[src/hdl/pwmfs_pkg.sv]
`default_nettype none
// ----------------------------------------------------------------------------
// pwmfs_pkg
// Shared types and constants for the four-channel pwm fade sequencer:
// register map, field widths and register reset values.
// ----------------------------------------------------------------------------
package pwmfs_pkg;

    localparam int PRESCALE_W = 16;
    localparam int PERIOD_W   = 16;
    localparam int DUTY_W     = 16;
    localparam int HOLD_W     = 32;

    localparam int PWM_OUT_W  = 4;
    localparam int ACT_CH_W   = 2;
    localparam int LEVEL_W    = 16;

    localparam int APB_ADDR_W = 4;
    localparam int APB_DATA_W = 32;

    localparam logic [PRESCALE_W-1:0] PRESCALE_RESET = 16'd3599;
    localparam logic [PERIOD_W-1:0]   PERIOD_RESET   = 16'd99;
    localparam logic [DUTY_W-1:0]     DUTY_RESET     = 16'd100;
    localparam logic [HOLD_W-1:0]     HOLD_RESET     = 32'd200;

    typedef enum logic [1:0] {
        REG_PRESCALE_DIV = 2'd0,
        REG_PERIOD_TOP   = 2'd1,
        REG_DUTY_MAX     = 2'd2,
        REG_FADE_HOLD    = 2'd3
    } cfg_reg_t;

endpackage : pwmfs_pkg
`default_nettype wire

[src/hdl/four_channel_pwm_fade_sequencer_top.sv]
`default_nettype none
// ----------------------------------------------------------------------------
// four_channel_pwm_fade_sequencer_top
// Edge-aligned pwm with prescaler, period counter and a breathing fade
// sequencer that ramps each channel's compare up and down in turn.
// ----------------------------------------------------------------------------
// a request passes the input register, then the result register;
//   throughput: one request per cycle while out_stall is low
// the timer state is updated in the same cycle the result register loads
// rst_n (async, active low) clears all counters, compares, channel, direction
//   and loads the registers with their documented reset values
module four_channel_pwm_fade_sequencer_top
    import pwmfs_pkg::*;
#(
    parameter int NUM_CHANNELS = 4,
    parameter int COUNT_WIDTH  = 16
)
(
    input  wire logic                  clk,
    input  wire logic                  rst_n,

    input  wire logic                  in_valid,
    output logic                       in_stall,
    input  wire logic                  tick_enable,

    output logic                       out_valid,
    input  wire logic                  out_stall,
    output logic [PWM_OUT_W-1:0]       pwm_out,
    output logic [ACT_CH_W-1:0]        active_channel,
    output logic [LEVEL_W-1:0]         duty_level,
    output logic                       fade_down,

    input  wire logic                  psel,
    input  wire logic                  penable,
    input  wire logic                  pwrite,
    input  wire logic [APB_ADDR_W-1:0] paddr,
    input  wire logic [APB_DATA_W-1:0] pwdata,
    output logic [APB_DATA_W-1:0]      prdata,
    output logic                       pready
);

    localparam int CH_W = (NUM_CHANNELS > 1) ? $clog2(NUM_CHANNELS) : 1;
    localparam logic [CH_W-1:0] LAST_CH = CH_W'(NUM_CHANNELS - 1);

    // configuration registers
    logic [PRESCALE_W-1:0] prescale_div_reg;
    logic [PERIOD_W-1:0]   period_top_reg;
    logic [DUTY_W-1:0]     duty_max_reg;
    logic [HOLD_W-1:0]     fade_hold_reg;

    // input register
    logic in_valid_reg;
    logic in_tick_reg;

    // timer state
    logic [COUNT_WIDTH-1:0] prescale_count_reg, prescale_count_next;
    logic [COUNT_WIDTH-1:0] period_count_reg, period_count_next;
    logic [HOLD_W-1:0]      hold_count_reg, hold_count_next;
    logic [COUNT_WIDTH-1:0] compare_reg  [NUM_CHANNELS];
    logic [COUNT_WIDTH-1:0] compare_next [NUM_CHANNELS];
    logic [CH_W-1:0]        channel_reg, channel_next;
    logic                   dir_reg, dir_next;

    // result register
    logic                 out_valid_reg;
    logic [PWM_OUT_W-1:0] pwm_out_reg;
    logic [ACT_CH_W-1:0]  active_channel_reg;
    logic [LEVEL_W-1:0]   duty_level_reg;
    logic                 fade_down_reg;

    logic                   advance;
    logic                   process;
    logic                   cfg_write;
    cfg_reg_t               cfg_sel;
    logic [COUNT_WIDTH-1:0] prescale_top;
    logic [COUNT_WIDTH-1:0] period_top;
    logic [COUNT_WIDTH-1:0] level_top;
    logic [HOLD_W-1:0]      hold_last;
    logic                   prescale_wrap;
    logic                   level_step;
    logic [COUNT_WIDTH-1:0] cur_level;
    logic [COUNT_WIDTH-1:0] new_level;
    logic [CH_W-1:0]        wrap_channel;
    logic                   channel_move;
    logic [PWM_OUT_W-1:0]   pwm_next;

    // ------------------------------------------------------------------
    // apb register port
    // ------------------------------------------------------------------
    assign pready    = 1'b1;
    assign cfg_sel   = cfg_reg_t'(paddr[3:2]);
    assign cfg_write = psel && penable && pwrite;

    always_ff @(posedge clk or negedge rst_n)
    begin
        if (!rst_n)
        begin
            prescale_div_reg <= PRESCALE_RESET;
            period_top_reg   <= PERIOD_RESET;
            duty_max_reg     <= DUTY_RESET;
            fade_hold_reg    <= HOLD_RESET;
        end
        else if (cfg_write)
        begin
            case (cfg_sel)
                REG_PRESCALE_DIV: prescale_div_reg <= pwdata[PRESCALE_W-1:0];
                REG_PERIOD_TOP:   period_top_reg   <= pwdata[PERIOD_W-1:0];
                REG_DUTY_MAX:     duty_max_reg     <= pwdata[DUTY_W-1:0];
                REG_FADE_HOLD:    fade_hold_reg    <= pwdata[HOLD_W-1:0];
                default:          ;
            endcase
        end
    end

    always_comb
    begin
        case (cfg_sel)
            REG_PRESCALE_DIV: prdata = APB_DATA_W'(prescale_div_reg);
            REG_PERIOD_TOP:   prdata = APB_DATA_W'(period_top_reg);
            REG_DUTY_MAX:     prdata = APB_DATA_W'(duty_max_reg);
            REG_FADE_HOLD:    prdata = APB_DATA_W'(fade_hold_reg);
            default:          prdata = '0;
        endcase
    end

    // ------------------------------------------------------------------
    // handshake
    // ------------------------------------------------------------------
    assign advance  = !out_valid_reg || !out_stall;
    assign in_stall = in_valid_reg && !advance;
    assign process  = in_valid_reg && advance;

    always_ff @(posedge clk or negedge rst_n)
    begin
        if (!rst_n)
        begin
            in_valid_reg <= 1'b0;
        end
        else if (!in_stall)
        begin
            in_valid_reg <= in_valid;
        end
    end

    always_ff @(posedge clk)
    begin
        if (in_valid && !in_stall)
        begin
            in_tick_reg <= tick_enable;
        end
    end

    // ------------------------------------------------------------------
    // timer and fade sequencer next state
    // ------------------------------------------------------------------
    assign prescale_top = COUNT_WIDTH'(prescale_div_reg);
    assign period_top   = COUNT_WIDTH'(period_top_reg);
    assign level_top    = COUNT_WIDTH'(duty_max_reg);
    // zero hold behaves as one
    assign hold_last    = (fade_hold_reg == '0) ? '0 : fade_hold_reg - 1'b1;

    assign prescale_wrap = in_tick_reg && (prescale_count_reg >= prescale_top);
    assign level_step    = prescale_wrap && (hold_count_reg >= hold_last);
    assign cur_level     = compare_reg[channel_reg];
    assign wrap_channel  = (channel_reg == LAST_CH) ? '0 : channel_reg + 1'b1;

    always_comb
    begin
        prescale_count_next = prescale_count_reg;
        period_count_next   = period_count_reg;
        hold_count_next     = hold_count_reg;
        channel_next        = channel_reg;
        dir_next            = dir_reg;
        new_level           = cur_level;
        channel_move        = 1'b0;

        if (in_tick_reg)
        begin
            prescale_count_next = prescale_wrap ? '0 : prescale_count_reg + 1'b1;
        end

        if (prescale_wrap)
        begin
            period_count_next = (period_count_reg >= period_top) ? '0
                                                                 : period_count_reg + 1'b1;
            hold_count_next   = level_step ? '0 : hold_count_reg + 1'b1;
        end

        if (level_step)
        begin
            if (!dir_reg)
            begin
                if (cur_level < level_top)
                begin
                    new_level = cur_level + 1'b1;
                end
                else
                begin
                    // clamp to the top and turn around
                    new_level = level_top;
                    dir_next  = 1'b1;
                end
            end
            else
            begin
                if (cur_level != '0)
                begin
                    new_level = cur_level - 1'b1;
                end
                else
                begin
                    // bottom reached: hand over to the next channel
                    new_level    = '0;
                    channel_move = 1'b1;
                    channel_next = wrap_channel;
                    dir_next     = 1'b0;
                end
            end
        end

        for (int i = 0; i < NUM_CHANNELS; i++)
        begin
            compare_next[i] = compare_reg[i];
            if (level_step && (CH_W'(i) == channel_next))
            begin
                compare_next[i] = new_level;
            end
        end
    end

    for (genvar g = 0; g < PWM_OUT_W; g++)
    begin : g_pwm
        if (g < NUM_CHANNELS)
        begin : g_live
            assign pwm_next[g] = period_count_next < compare_next[g];
        end
        else
        begin : g_absent
            assign pwm_next[g] = 1'b0;
        end
    end

    always_ff @(posedge clk or negedge rst_n)
    begin
        if (!rst_n)
        begin
            prescale_count_reg <= '0;
            period_count_reg   <= '0;
            hold_count_reg     <= '0;
            channel_reg        <= '0;
            dir_reg            <= 1'b0;
            for (int i = 0; i < NUM_CHANNELS; i++)
            begin
                compare_reg[i] <= '0;
            end
        end
        else if (process)
        begin
            prescale_count_reg <= prescale_count_next;
            period_count_reg   <= period_count_next;
            hold_count_reg     <= hold_count_next;
            channel_reg        <= channel_next;
            dir_reg            <= dir_next;
            for (int i = 0; i < NUM_CHANNELS; i++)
            begin
                compare_reg[i] <= compare_next[i];
            end
        end
    end

    // ------------------------------------------------------------------
    // result register
    // ------------------------------------------------------------------
    always_ff @(posedge clk or negedge rst_n)
    begin
        if (!rst_n)
        begin
            out_valid_reg <= 1'b0;
        end
        else if (advance)
        begin
            out_valid_reg <= in_valid_reg;
        end
    end

    always_ff @(posedge clk)
    begin
        if (process)
        begin
            pwm_out_reg        <= pwm_next;
            active_channel_reg <= ACT_CH_W'(channel_next);
            duty_level_reg     <= LEVEL_W'(new_level);
            fade_down_reg      <= dir_next;
        end
    end

    assign out_valid      = out_valid_reg;
    assign pwm_out        = pwm_out_reg;
    assign active_channel = active_channel_reg;
    assign duty_level     = duty_level_reg;
    assign fade_down      = fade_down_reg;

    // ------------------------------------------------------------------
    // assertions
    // ------------------------------------------------------------------
    a_channel_range: assert property (@(posedge clk) disable iff (!rst_n)
        channel_reg <= LAST_CH)
        else $error("active channel out of range");

    a_stalled_request_held: assert property (@(posedge clk) disable iff (!rst_n)
        in_stall |=> in_valid_reg)
        else $error("stalled request dropped from input register");

    a_result_follows: assert property (@(posedge clk) disable iff (!rst_n)
        process |=> out_valid_reg)
        else $error("processed request produced no result");

    a_idle_tick_holds: assert property (@(posedge clk) disable iff (!rst_n)
        (process && !in_tick_reg) |=>
            ($stable(prescale_count_reg) && $stable(period_count_reg)
             && $stable(hold_count_reg) && $stable(channel_reg)))
        else $error("timer state moved without tick");

    a_move_resets_dir: assert property (@(posedge clk) disable iff (!rst_n)
        (process && channel_move) |=> !dir_reg)
        else $error("channel handover did not restart ramp up");

endmodule : four_channel_pwm_fade_sequencer_top
`default_nettype wire

[config.mk]
export PLATFORM = sky130hd
export DESIGN_NAME = four_channel_pwm_fade_sequencer_top
export DESIGN_NICKNAME = d
export VERILOG_FILES = /design/src/hdl/pwmfs_pkg.sv /design/src/hdl/four_channel_pwm_fade_sequencer_top.sv
export SDC_FILE = /design/constraint.sdc
export NUM_CORES = 1
export LEC_CHECK = 0
export BUFFER_PORTS_ARGS = -buffer_cell sky130_fd_sc_hd__buf_4
export CAP_MARGIN = 15
export CORE_UTILIZATION = 51
export DETAILED_ROUTE_END_ITERATION = 7
export PLACE_DENSITY = 0.82
export SYNTH_ARGS = -nofsm -noshare
export SYNTH_HDL_FRONTEND = slang
export SYNTH_SLANG_ARGS = --single-unit
[constraint.sdc]
create_clock -name clk -period 6.5 [get_ports clk]
set_input_delay 0.975 -clock clk [delete_from_list [all_inputs] [get_ports clk]]
set_output_delay 0.975 -clock clk [all_outputs]
set_load 0.005 [all_outputs]
==> results.sh <==
export IMPL_status="finished, final reports clean"
export IMPL_start_kind="flop"
export IMPL_vias=14164
export IMPL_layout_drive_gt1_share_pct=22.0
export IMPL_cp_slowest_stage_delay_ns=0.57
export IMPL_firstDrtPassIters=5
export IMPL_tritoncts="yes"
export IMPL_post_route_period_util_pct=97.3
export IMPL_core_area_sq_um=31000
export IMPL_drv_slew=0
export IMPL_synth_area_leaders="dfrtp_1 30%, ha_1 11%, mux2_2 6.8%"
export IMPL_p_leak_nw=8.41
export IMPL_worstHoldPathCells=1
export IMPL_initial_core_util_pct=52.4
export IMPL_crit_end="pwm_out[3]$_DFFE_PP_"
export IMPL_grt_max_degree=120
export IMPL_pin_count=102
export IMPL_post_drt_wl_per_cell_microns=21.4
export IMPL_cts_sinks=237
export IMPL_cts_path_max_buffers=3
export IMPL_die_area_sq_um=32600
export IMPL_ys_flop_type="dfrtp_1"
export IMPL_syn_area_sq_um=16200
export IMPL_clock_latency_ns=0.56
export IMPL_cpMaxStageDelayCell="or4_4"
export IMPL_finalNonFillerCells=2233
export IMPL_dp_cells=2170
export IMPL_ys_seq_elements=237
export IMPL_routabilityCongestion=0.961
export IMPL_period_needed_ns=6.32
export IMPL_htree_num_levels=1
export IMPL_ys_seq_area_share_pct=37.4
export IMPL_post_dp_cell_area_sq_um=17600
export IMPL_grt_pass1_wl_microns=75300
export IMPL_final_nets=2008
export IMPL_die_y_microns=180
export IMPL_worstMarginPinSlew_ns=0.964
export IMPL_critical_path_class="reg -> reg"
export IMPL_synthesis_nets=1888
export IMPL_reg2reg_setup_slack_ns=0.18
export IMPL_setup_ws_ns=0.179
export IMPL_synth_top_area_share_pct=30.2
export IMPL_fill_cells=2473
export IMPL_area_growth_syn_to_layout_pct=16.1
export IMPL_relSlewSlack_pct=35.2
export IMPL_endpoint_kind="flop"
export IMPL_grt_pass1_vias=14131
export IMPL_syn_area_per_cell_sq_um=9.58
export IMPL_multiInputGateArea_sq_um=9690
export IMPL_reg2reg_depth=26
export IMPL_yosysUniqueCellTypes=73
export IMPL_fp_dieW_microns=180
export IMPL_viasPerCell=6.34
export IMPL_hold_viol=0
export IMPL_drc=0
export IMPL_postRouteAntennaNets=0
export IMPL_crit_buf_inv=6
export IMPL_stdcell_area_sq_um=18900
export IMPL_synth_top_cell_by_area="dfrtp_1"
export IMPL_worstReg2RegEnd="pwm_out[3]$_DFFE_PP_"
export IMPL_antenna_cells=0
export IMPL_place_ws_ns=0.210
export IMPL_track_usage_pct=28.9
export IMPL_cp_arrival_ns=6.71
export IMPL_critPathTopFamily="simple AND/OR/NAND/NOR gates"
export IMPL_port_buffers=98
export IMPL_crit_fanout=10
export IMPL_vdd_drop_max_mv=0.195
export IMPL_pwr_density_cell_nw_per_um2=230
export IMPL_regArea_sq_um=6070
export IMPL_setup_violations=0
export IMPL_netlist_instances=1696
export IMPL_antenna_found_initial=0
export IMPL_cts_buffers=28
export IMPL_synth_edf_count=24
export IMPL_clock_root_buffer="clkbuf_16"
export IMPL_crit_cells=26
export IMPL_r2r_start="fade_hold_reg[11]$_DFFE_PN0P_"
export IMPL_drt_total_wl_microns=47900
export IMPL_fin_worst_skew_ns=0.0166
export IMPL_yosys_warnings=0
export IMPL_grt_overflow=0
export IMPL_startpoint="fade_hold_reg[11]$_DFFE_PN0P_"
export IMPL_fmax_mhz=158
export IMPL_required_ns=6.89
export IMPL_finish_utilization_pct=60.9
export IMPL_path_clk_slew_ns=0.06
export IMPL_largest_reg_flops=64
export IMPL_drv_cap=0
export IMPL_row_count=64
export IMPL_min_path_type="reg -> reg"
export IMPL_detail_route_iter0_violations=1452
export IMPL_dpl_hpwl_microns=34800
export IMPL_async_flop_share_pct=89.9
[layer usage]
layer / global-route usage (%) / part of all wire (%)
met4: 13.7 / 5.2
met3: 4.57 / 7.3
met5: 0 / 0
met1: 36.4 / 40
met2: 48.8 / 48
[worst min-delay path by stage]
| stage | from | endpoint | slack, ns |
|---|---|---|---|
| 2_1_floorplan | in_valid_reg$_DFFE_PN0N_ | out_valid$_DFFE_PN0N_ | 0.46 |
| 3_3_place_gp | in_valid_reg$_DFFE_PN0N_ | out_valid$_DFFE_PN0N_ | 0.47 |
| 3_5_place_dp | in_valid_reg$_DFFE_PN0N_ | out_valid$_DFFE_PN0N_ | 0.48 |
| 4_1_cts | in_valid_reg$_DFFE_PN0N_ | out_valid$_DFFE_PN0N_ | 0.49 |
| 5_1_grt | in_valid_reg$_DFFE_PN0N_ | out_valid$_DFFE_PN0N_ | 0.53 |
| 6_report | in_valid_reg$_DFFE_PN0N_ | out_valid$_DFFE_PN0N_ | 0.49 |
[final cells by class]
type                       instances  area share, %
clock buffer                      35           4.23
clock inverter                    16          0.969
inverter                          76           1.51
multi-input combinational       1306           51.4
sequential                       237           32.2
tap                              396           2.63
timing repair buffer             167           7.09
[synthesized netlist by cell type (all sizes together), types with 3 or more instances]
cell,instances
o21ai,140
nor2,124
nor3,37
o211ai,10
nand2b,11
clkbuf,53
buf,24
xor2,55
nand3b,3
and4,11
mux2,98
or3,15
o21a,4
nor2b,17
inv,76
a21o,16
xnor2,17
a2111oi,6
nand2,162
nand3,53
o22ai,4
nor4,19
or4,5
mux2i,38
a211oi,17
and2,9
o31ai,13
a21boi,3
edfxtp,24
mux4,31
nand4,30
or2,5
ha,148
dfstp,17
dfrtp,196
o221ai,3
a221oi,8
and3,34
a21oi,108
a31oi,23
[power by group]
group	internal (mW)	switching, mW
combinational	0.384	0.433
clock	0.991	0.671
sequential	1.67	0.198
[per-stage QoR]
step	power (mW)	TNS, ns	hold WS (ns)
floorplan	2.30	0	0.457
global placement	2.61	0	0.467
detailed placement	2.66	0	0.481
CTS	4.33	0	0.493
global route	4.52	-0.143	0.529
finish	4.34	0	0.487
[cell families after synthesis]
logic type	after synthesis	synth area share (%)
AO/OA/AOI/OAI	380	14.0
XOR/XNOR	72	3.88
adder cells (fa/ha/maj)	148	11.4
buffers and inverters	153	3.77
flip-flops	237	37.4
multiplexers	167	13.4
other	1	0.0231
AND/OR/NAND/NOR	538	16.1
[placed cells by master, fill, tap and decap left out, types with 7 or more instances in the layout]
cell type	synthesis	routed
nor4_1	18	15
mux2_2	98	98
or3_1	15	15
nand4_1	30	30
dfrtp_1	196	194
nand2_1	162	161
inv_1	76	76
and2_1	9	9
o21ai_0	130	126
a211oi_1	17	15
a31oi_1	23	22
a21oi_1	108	107
and4_1	11	11
nand3_1	53	53
xnor2_1	17	17
o21ai_1	9	11
nor2_1	121	119
clkbuf_16	0	30
mux2i_1	38	38
dfstp_2	17	17
mux4_2	31	31
o211ai_1	10	10
clkinv_2	0	7
nor3_1	35	29
ha_1	148	148
buf_4	3	155
o31ai_1	12	12
nand2b_1	11	11
xor2_1	55	55
edfxtp_1	24	24
and3_1	34	34
nor2b_1	17	16
nor3_2	1	7
a21o_1	16	16
a221oi_1	8	7
[what timing repair did]
item                                    CTS  global route
buffers inserted                          0             9
endpoints found under the setup margin    0             4
resized for setup                         0            34
hold buffers                              0             0
No activity file was read; power rests on OpenSTA's default activity.
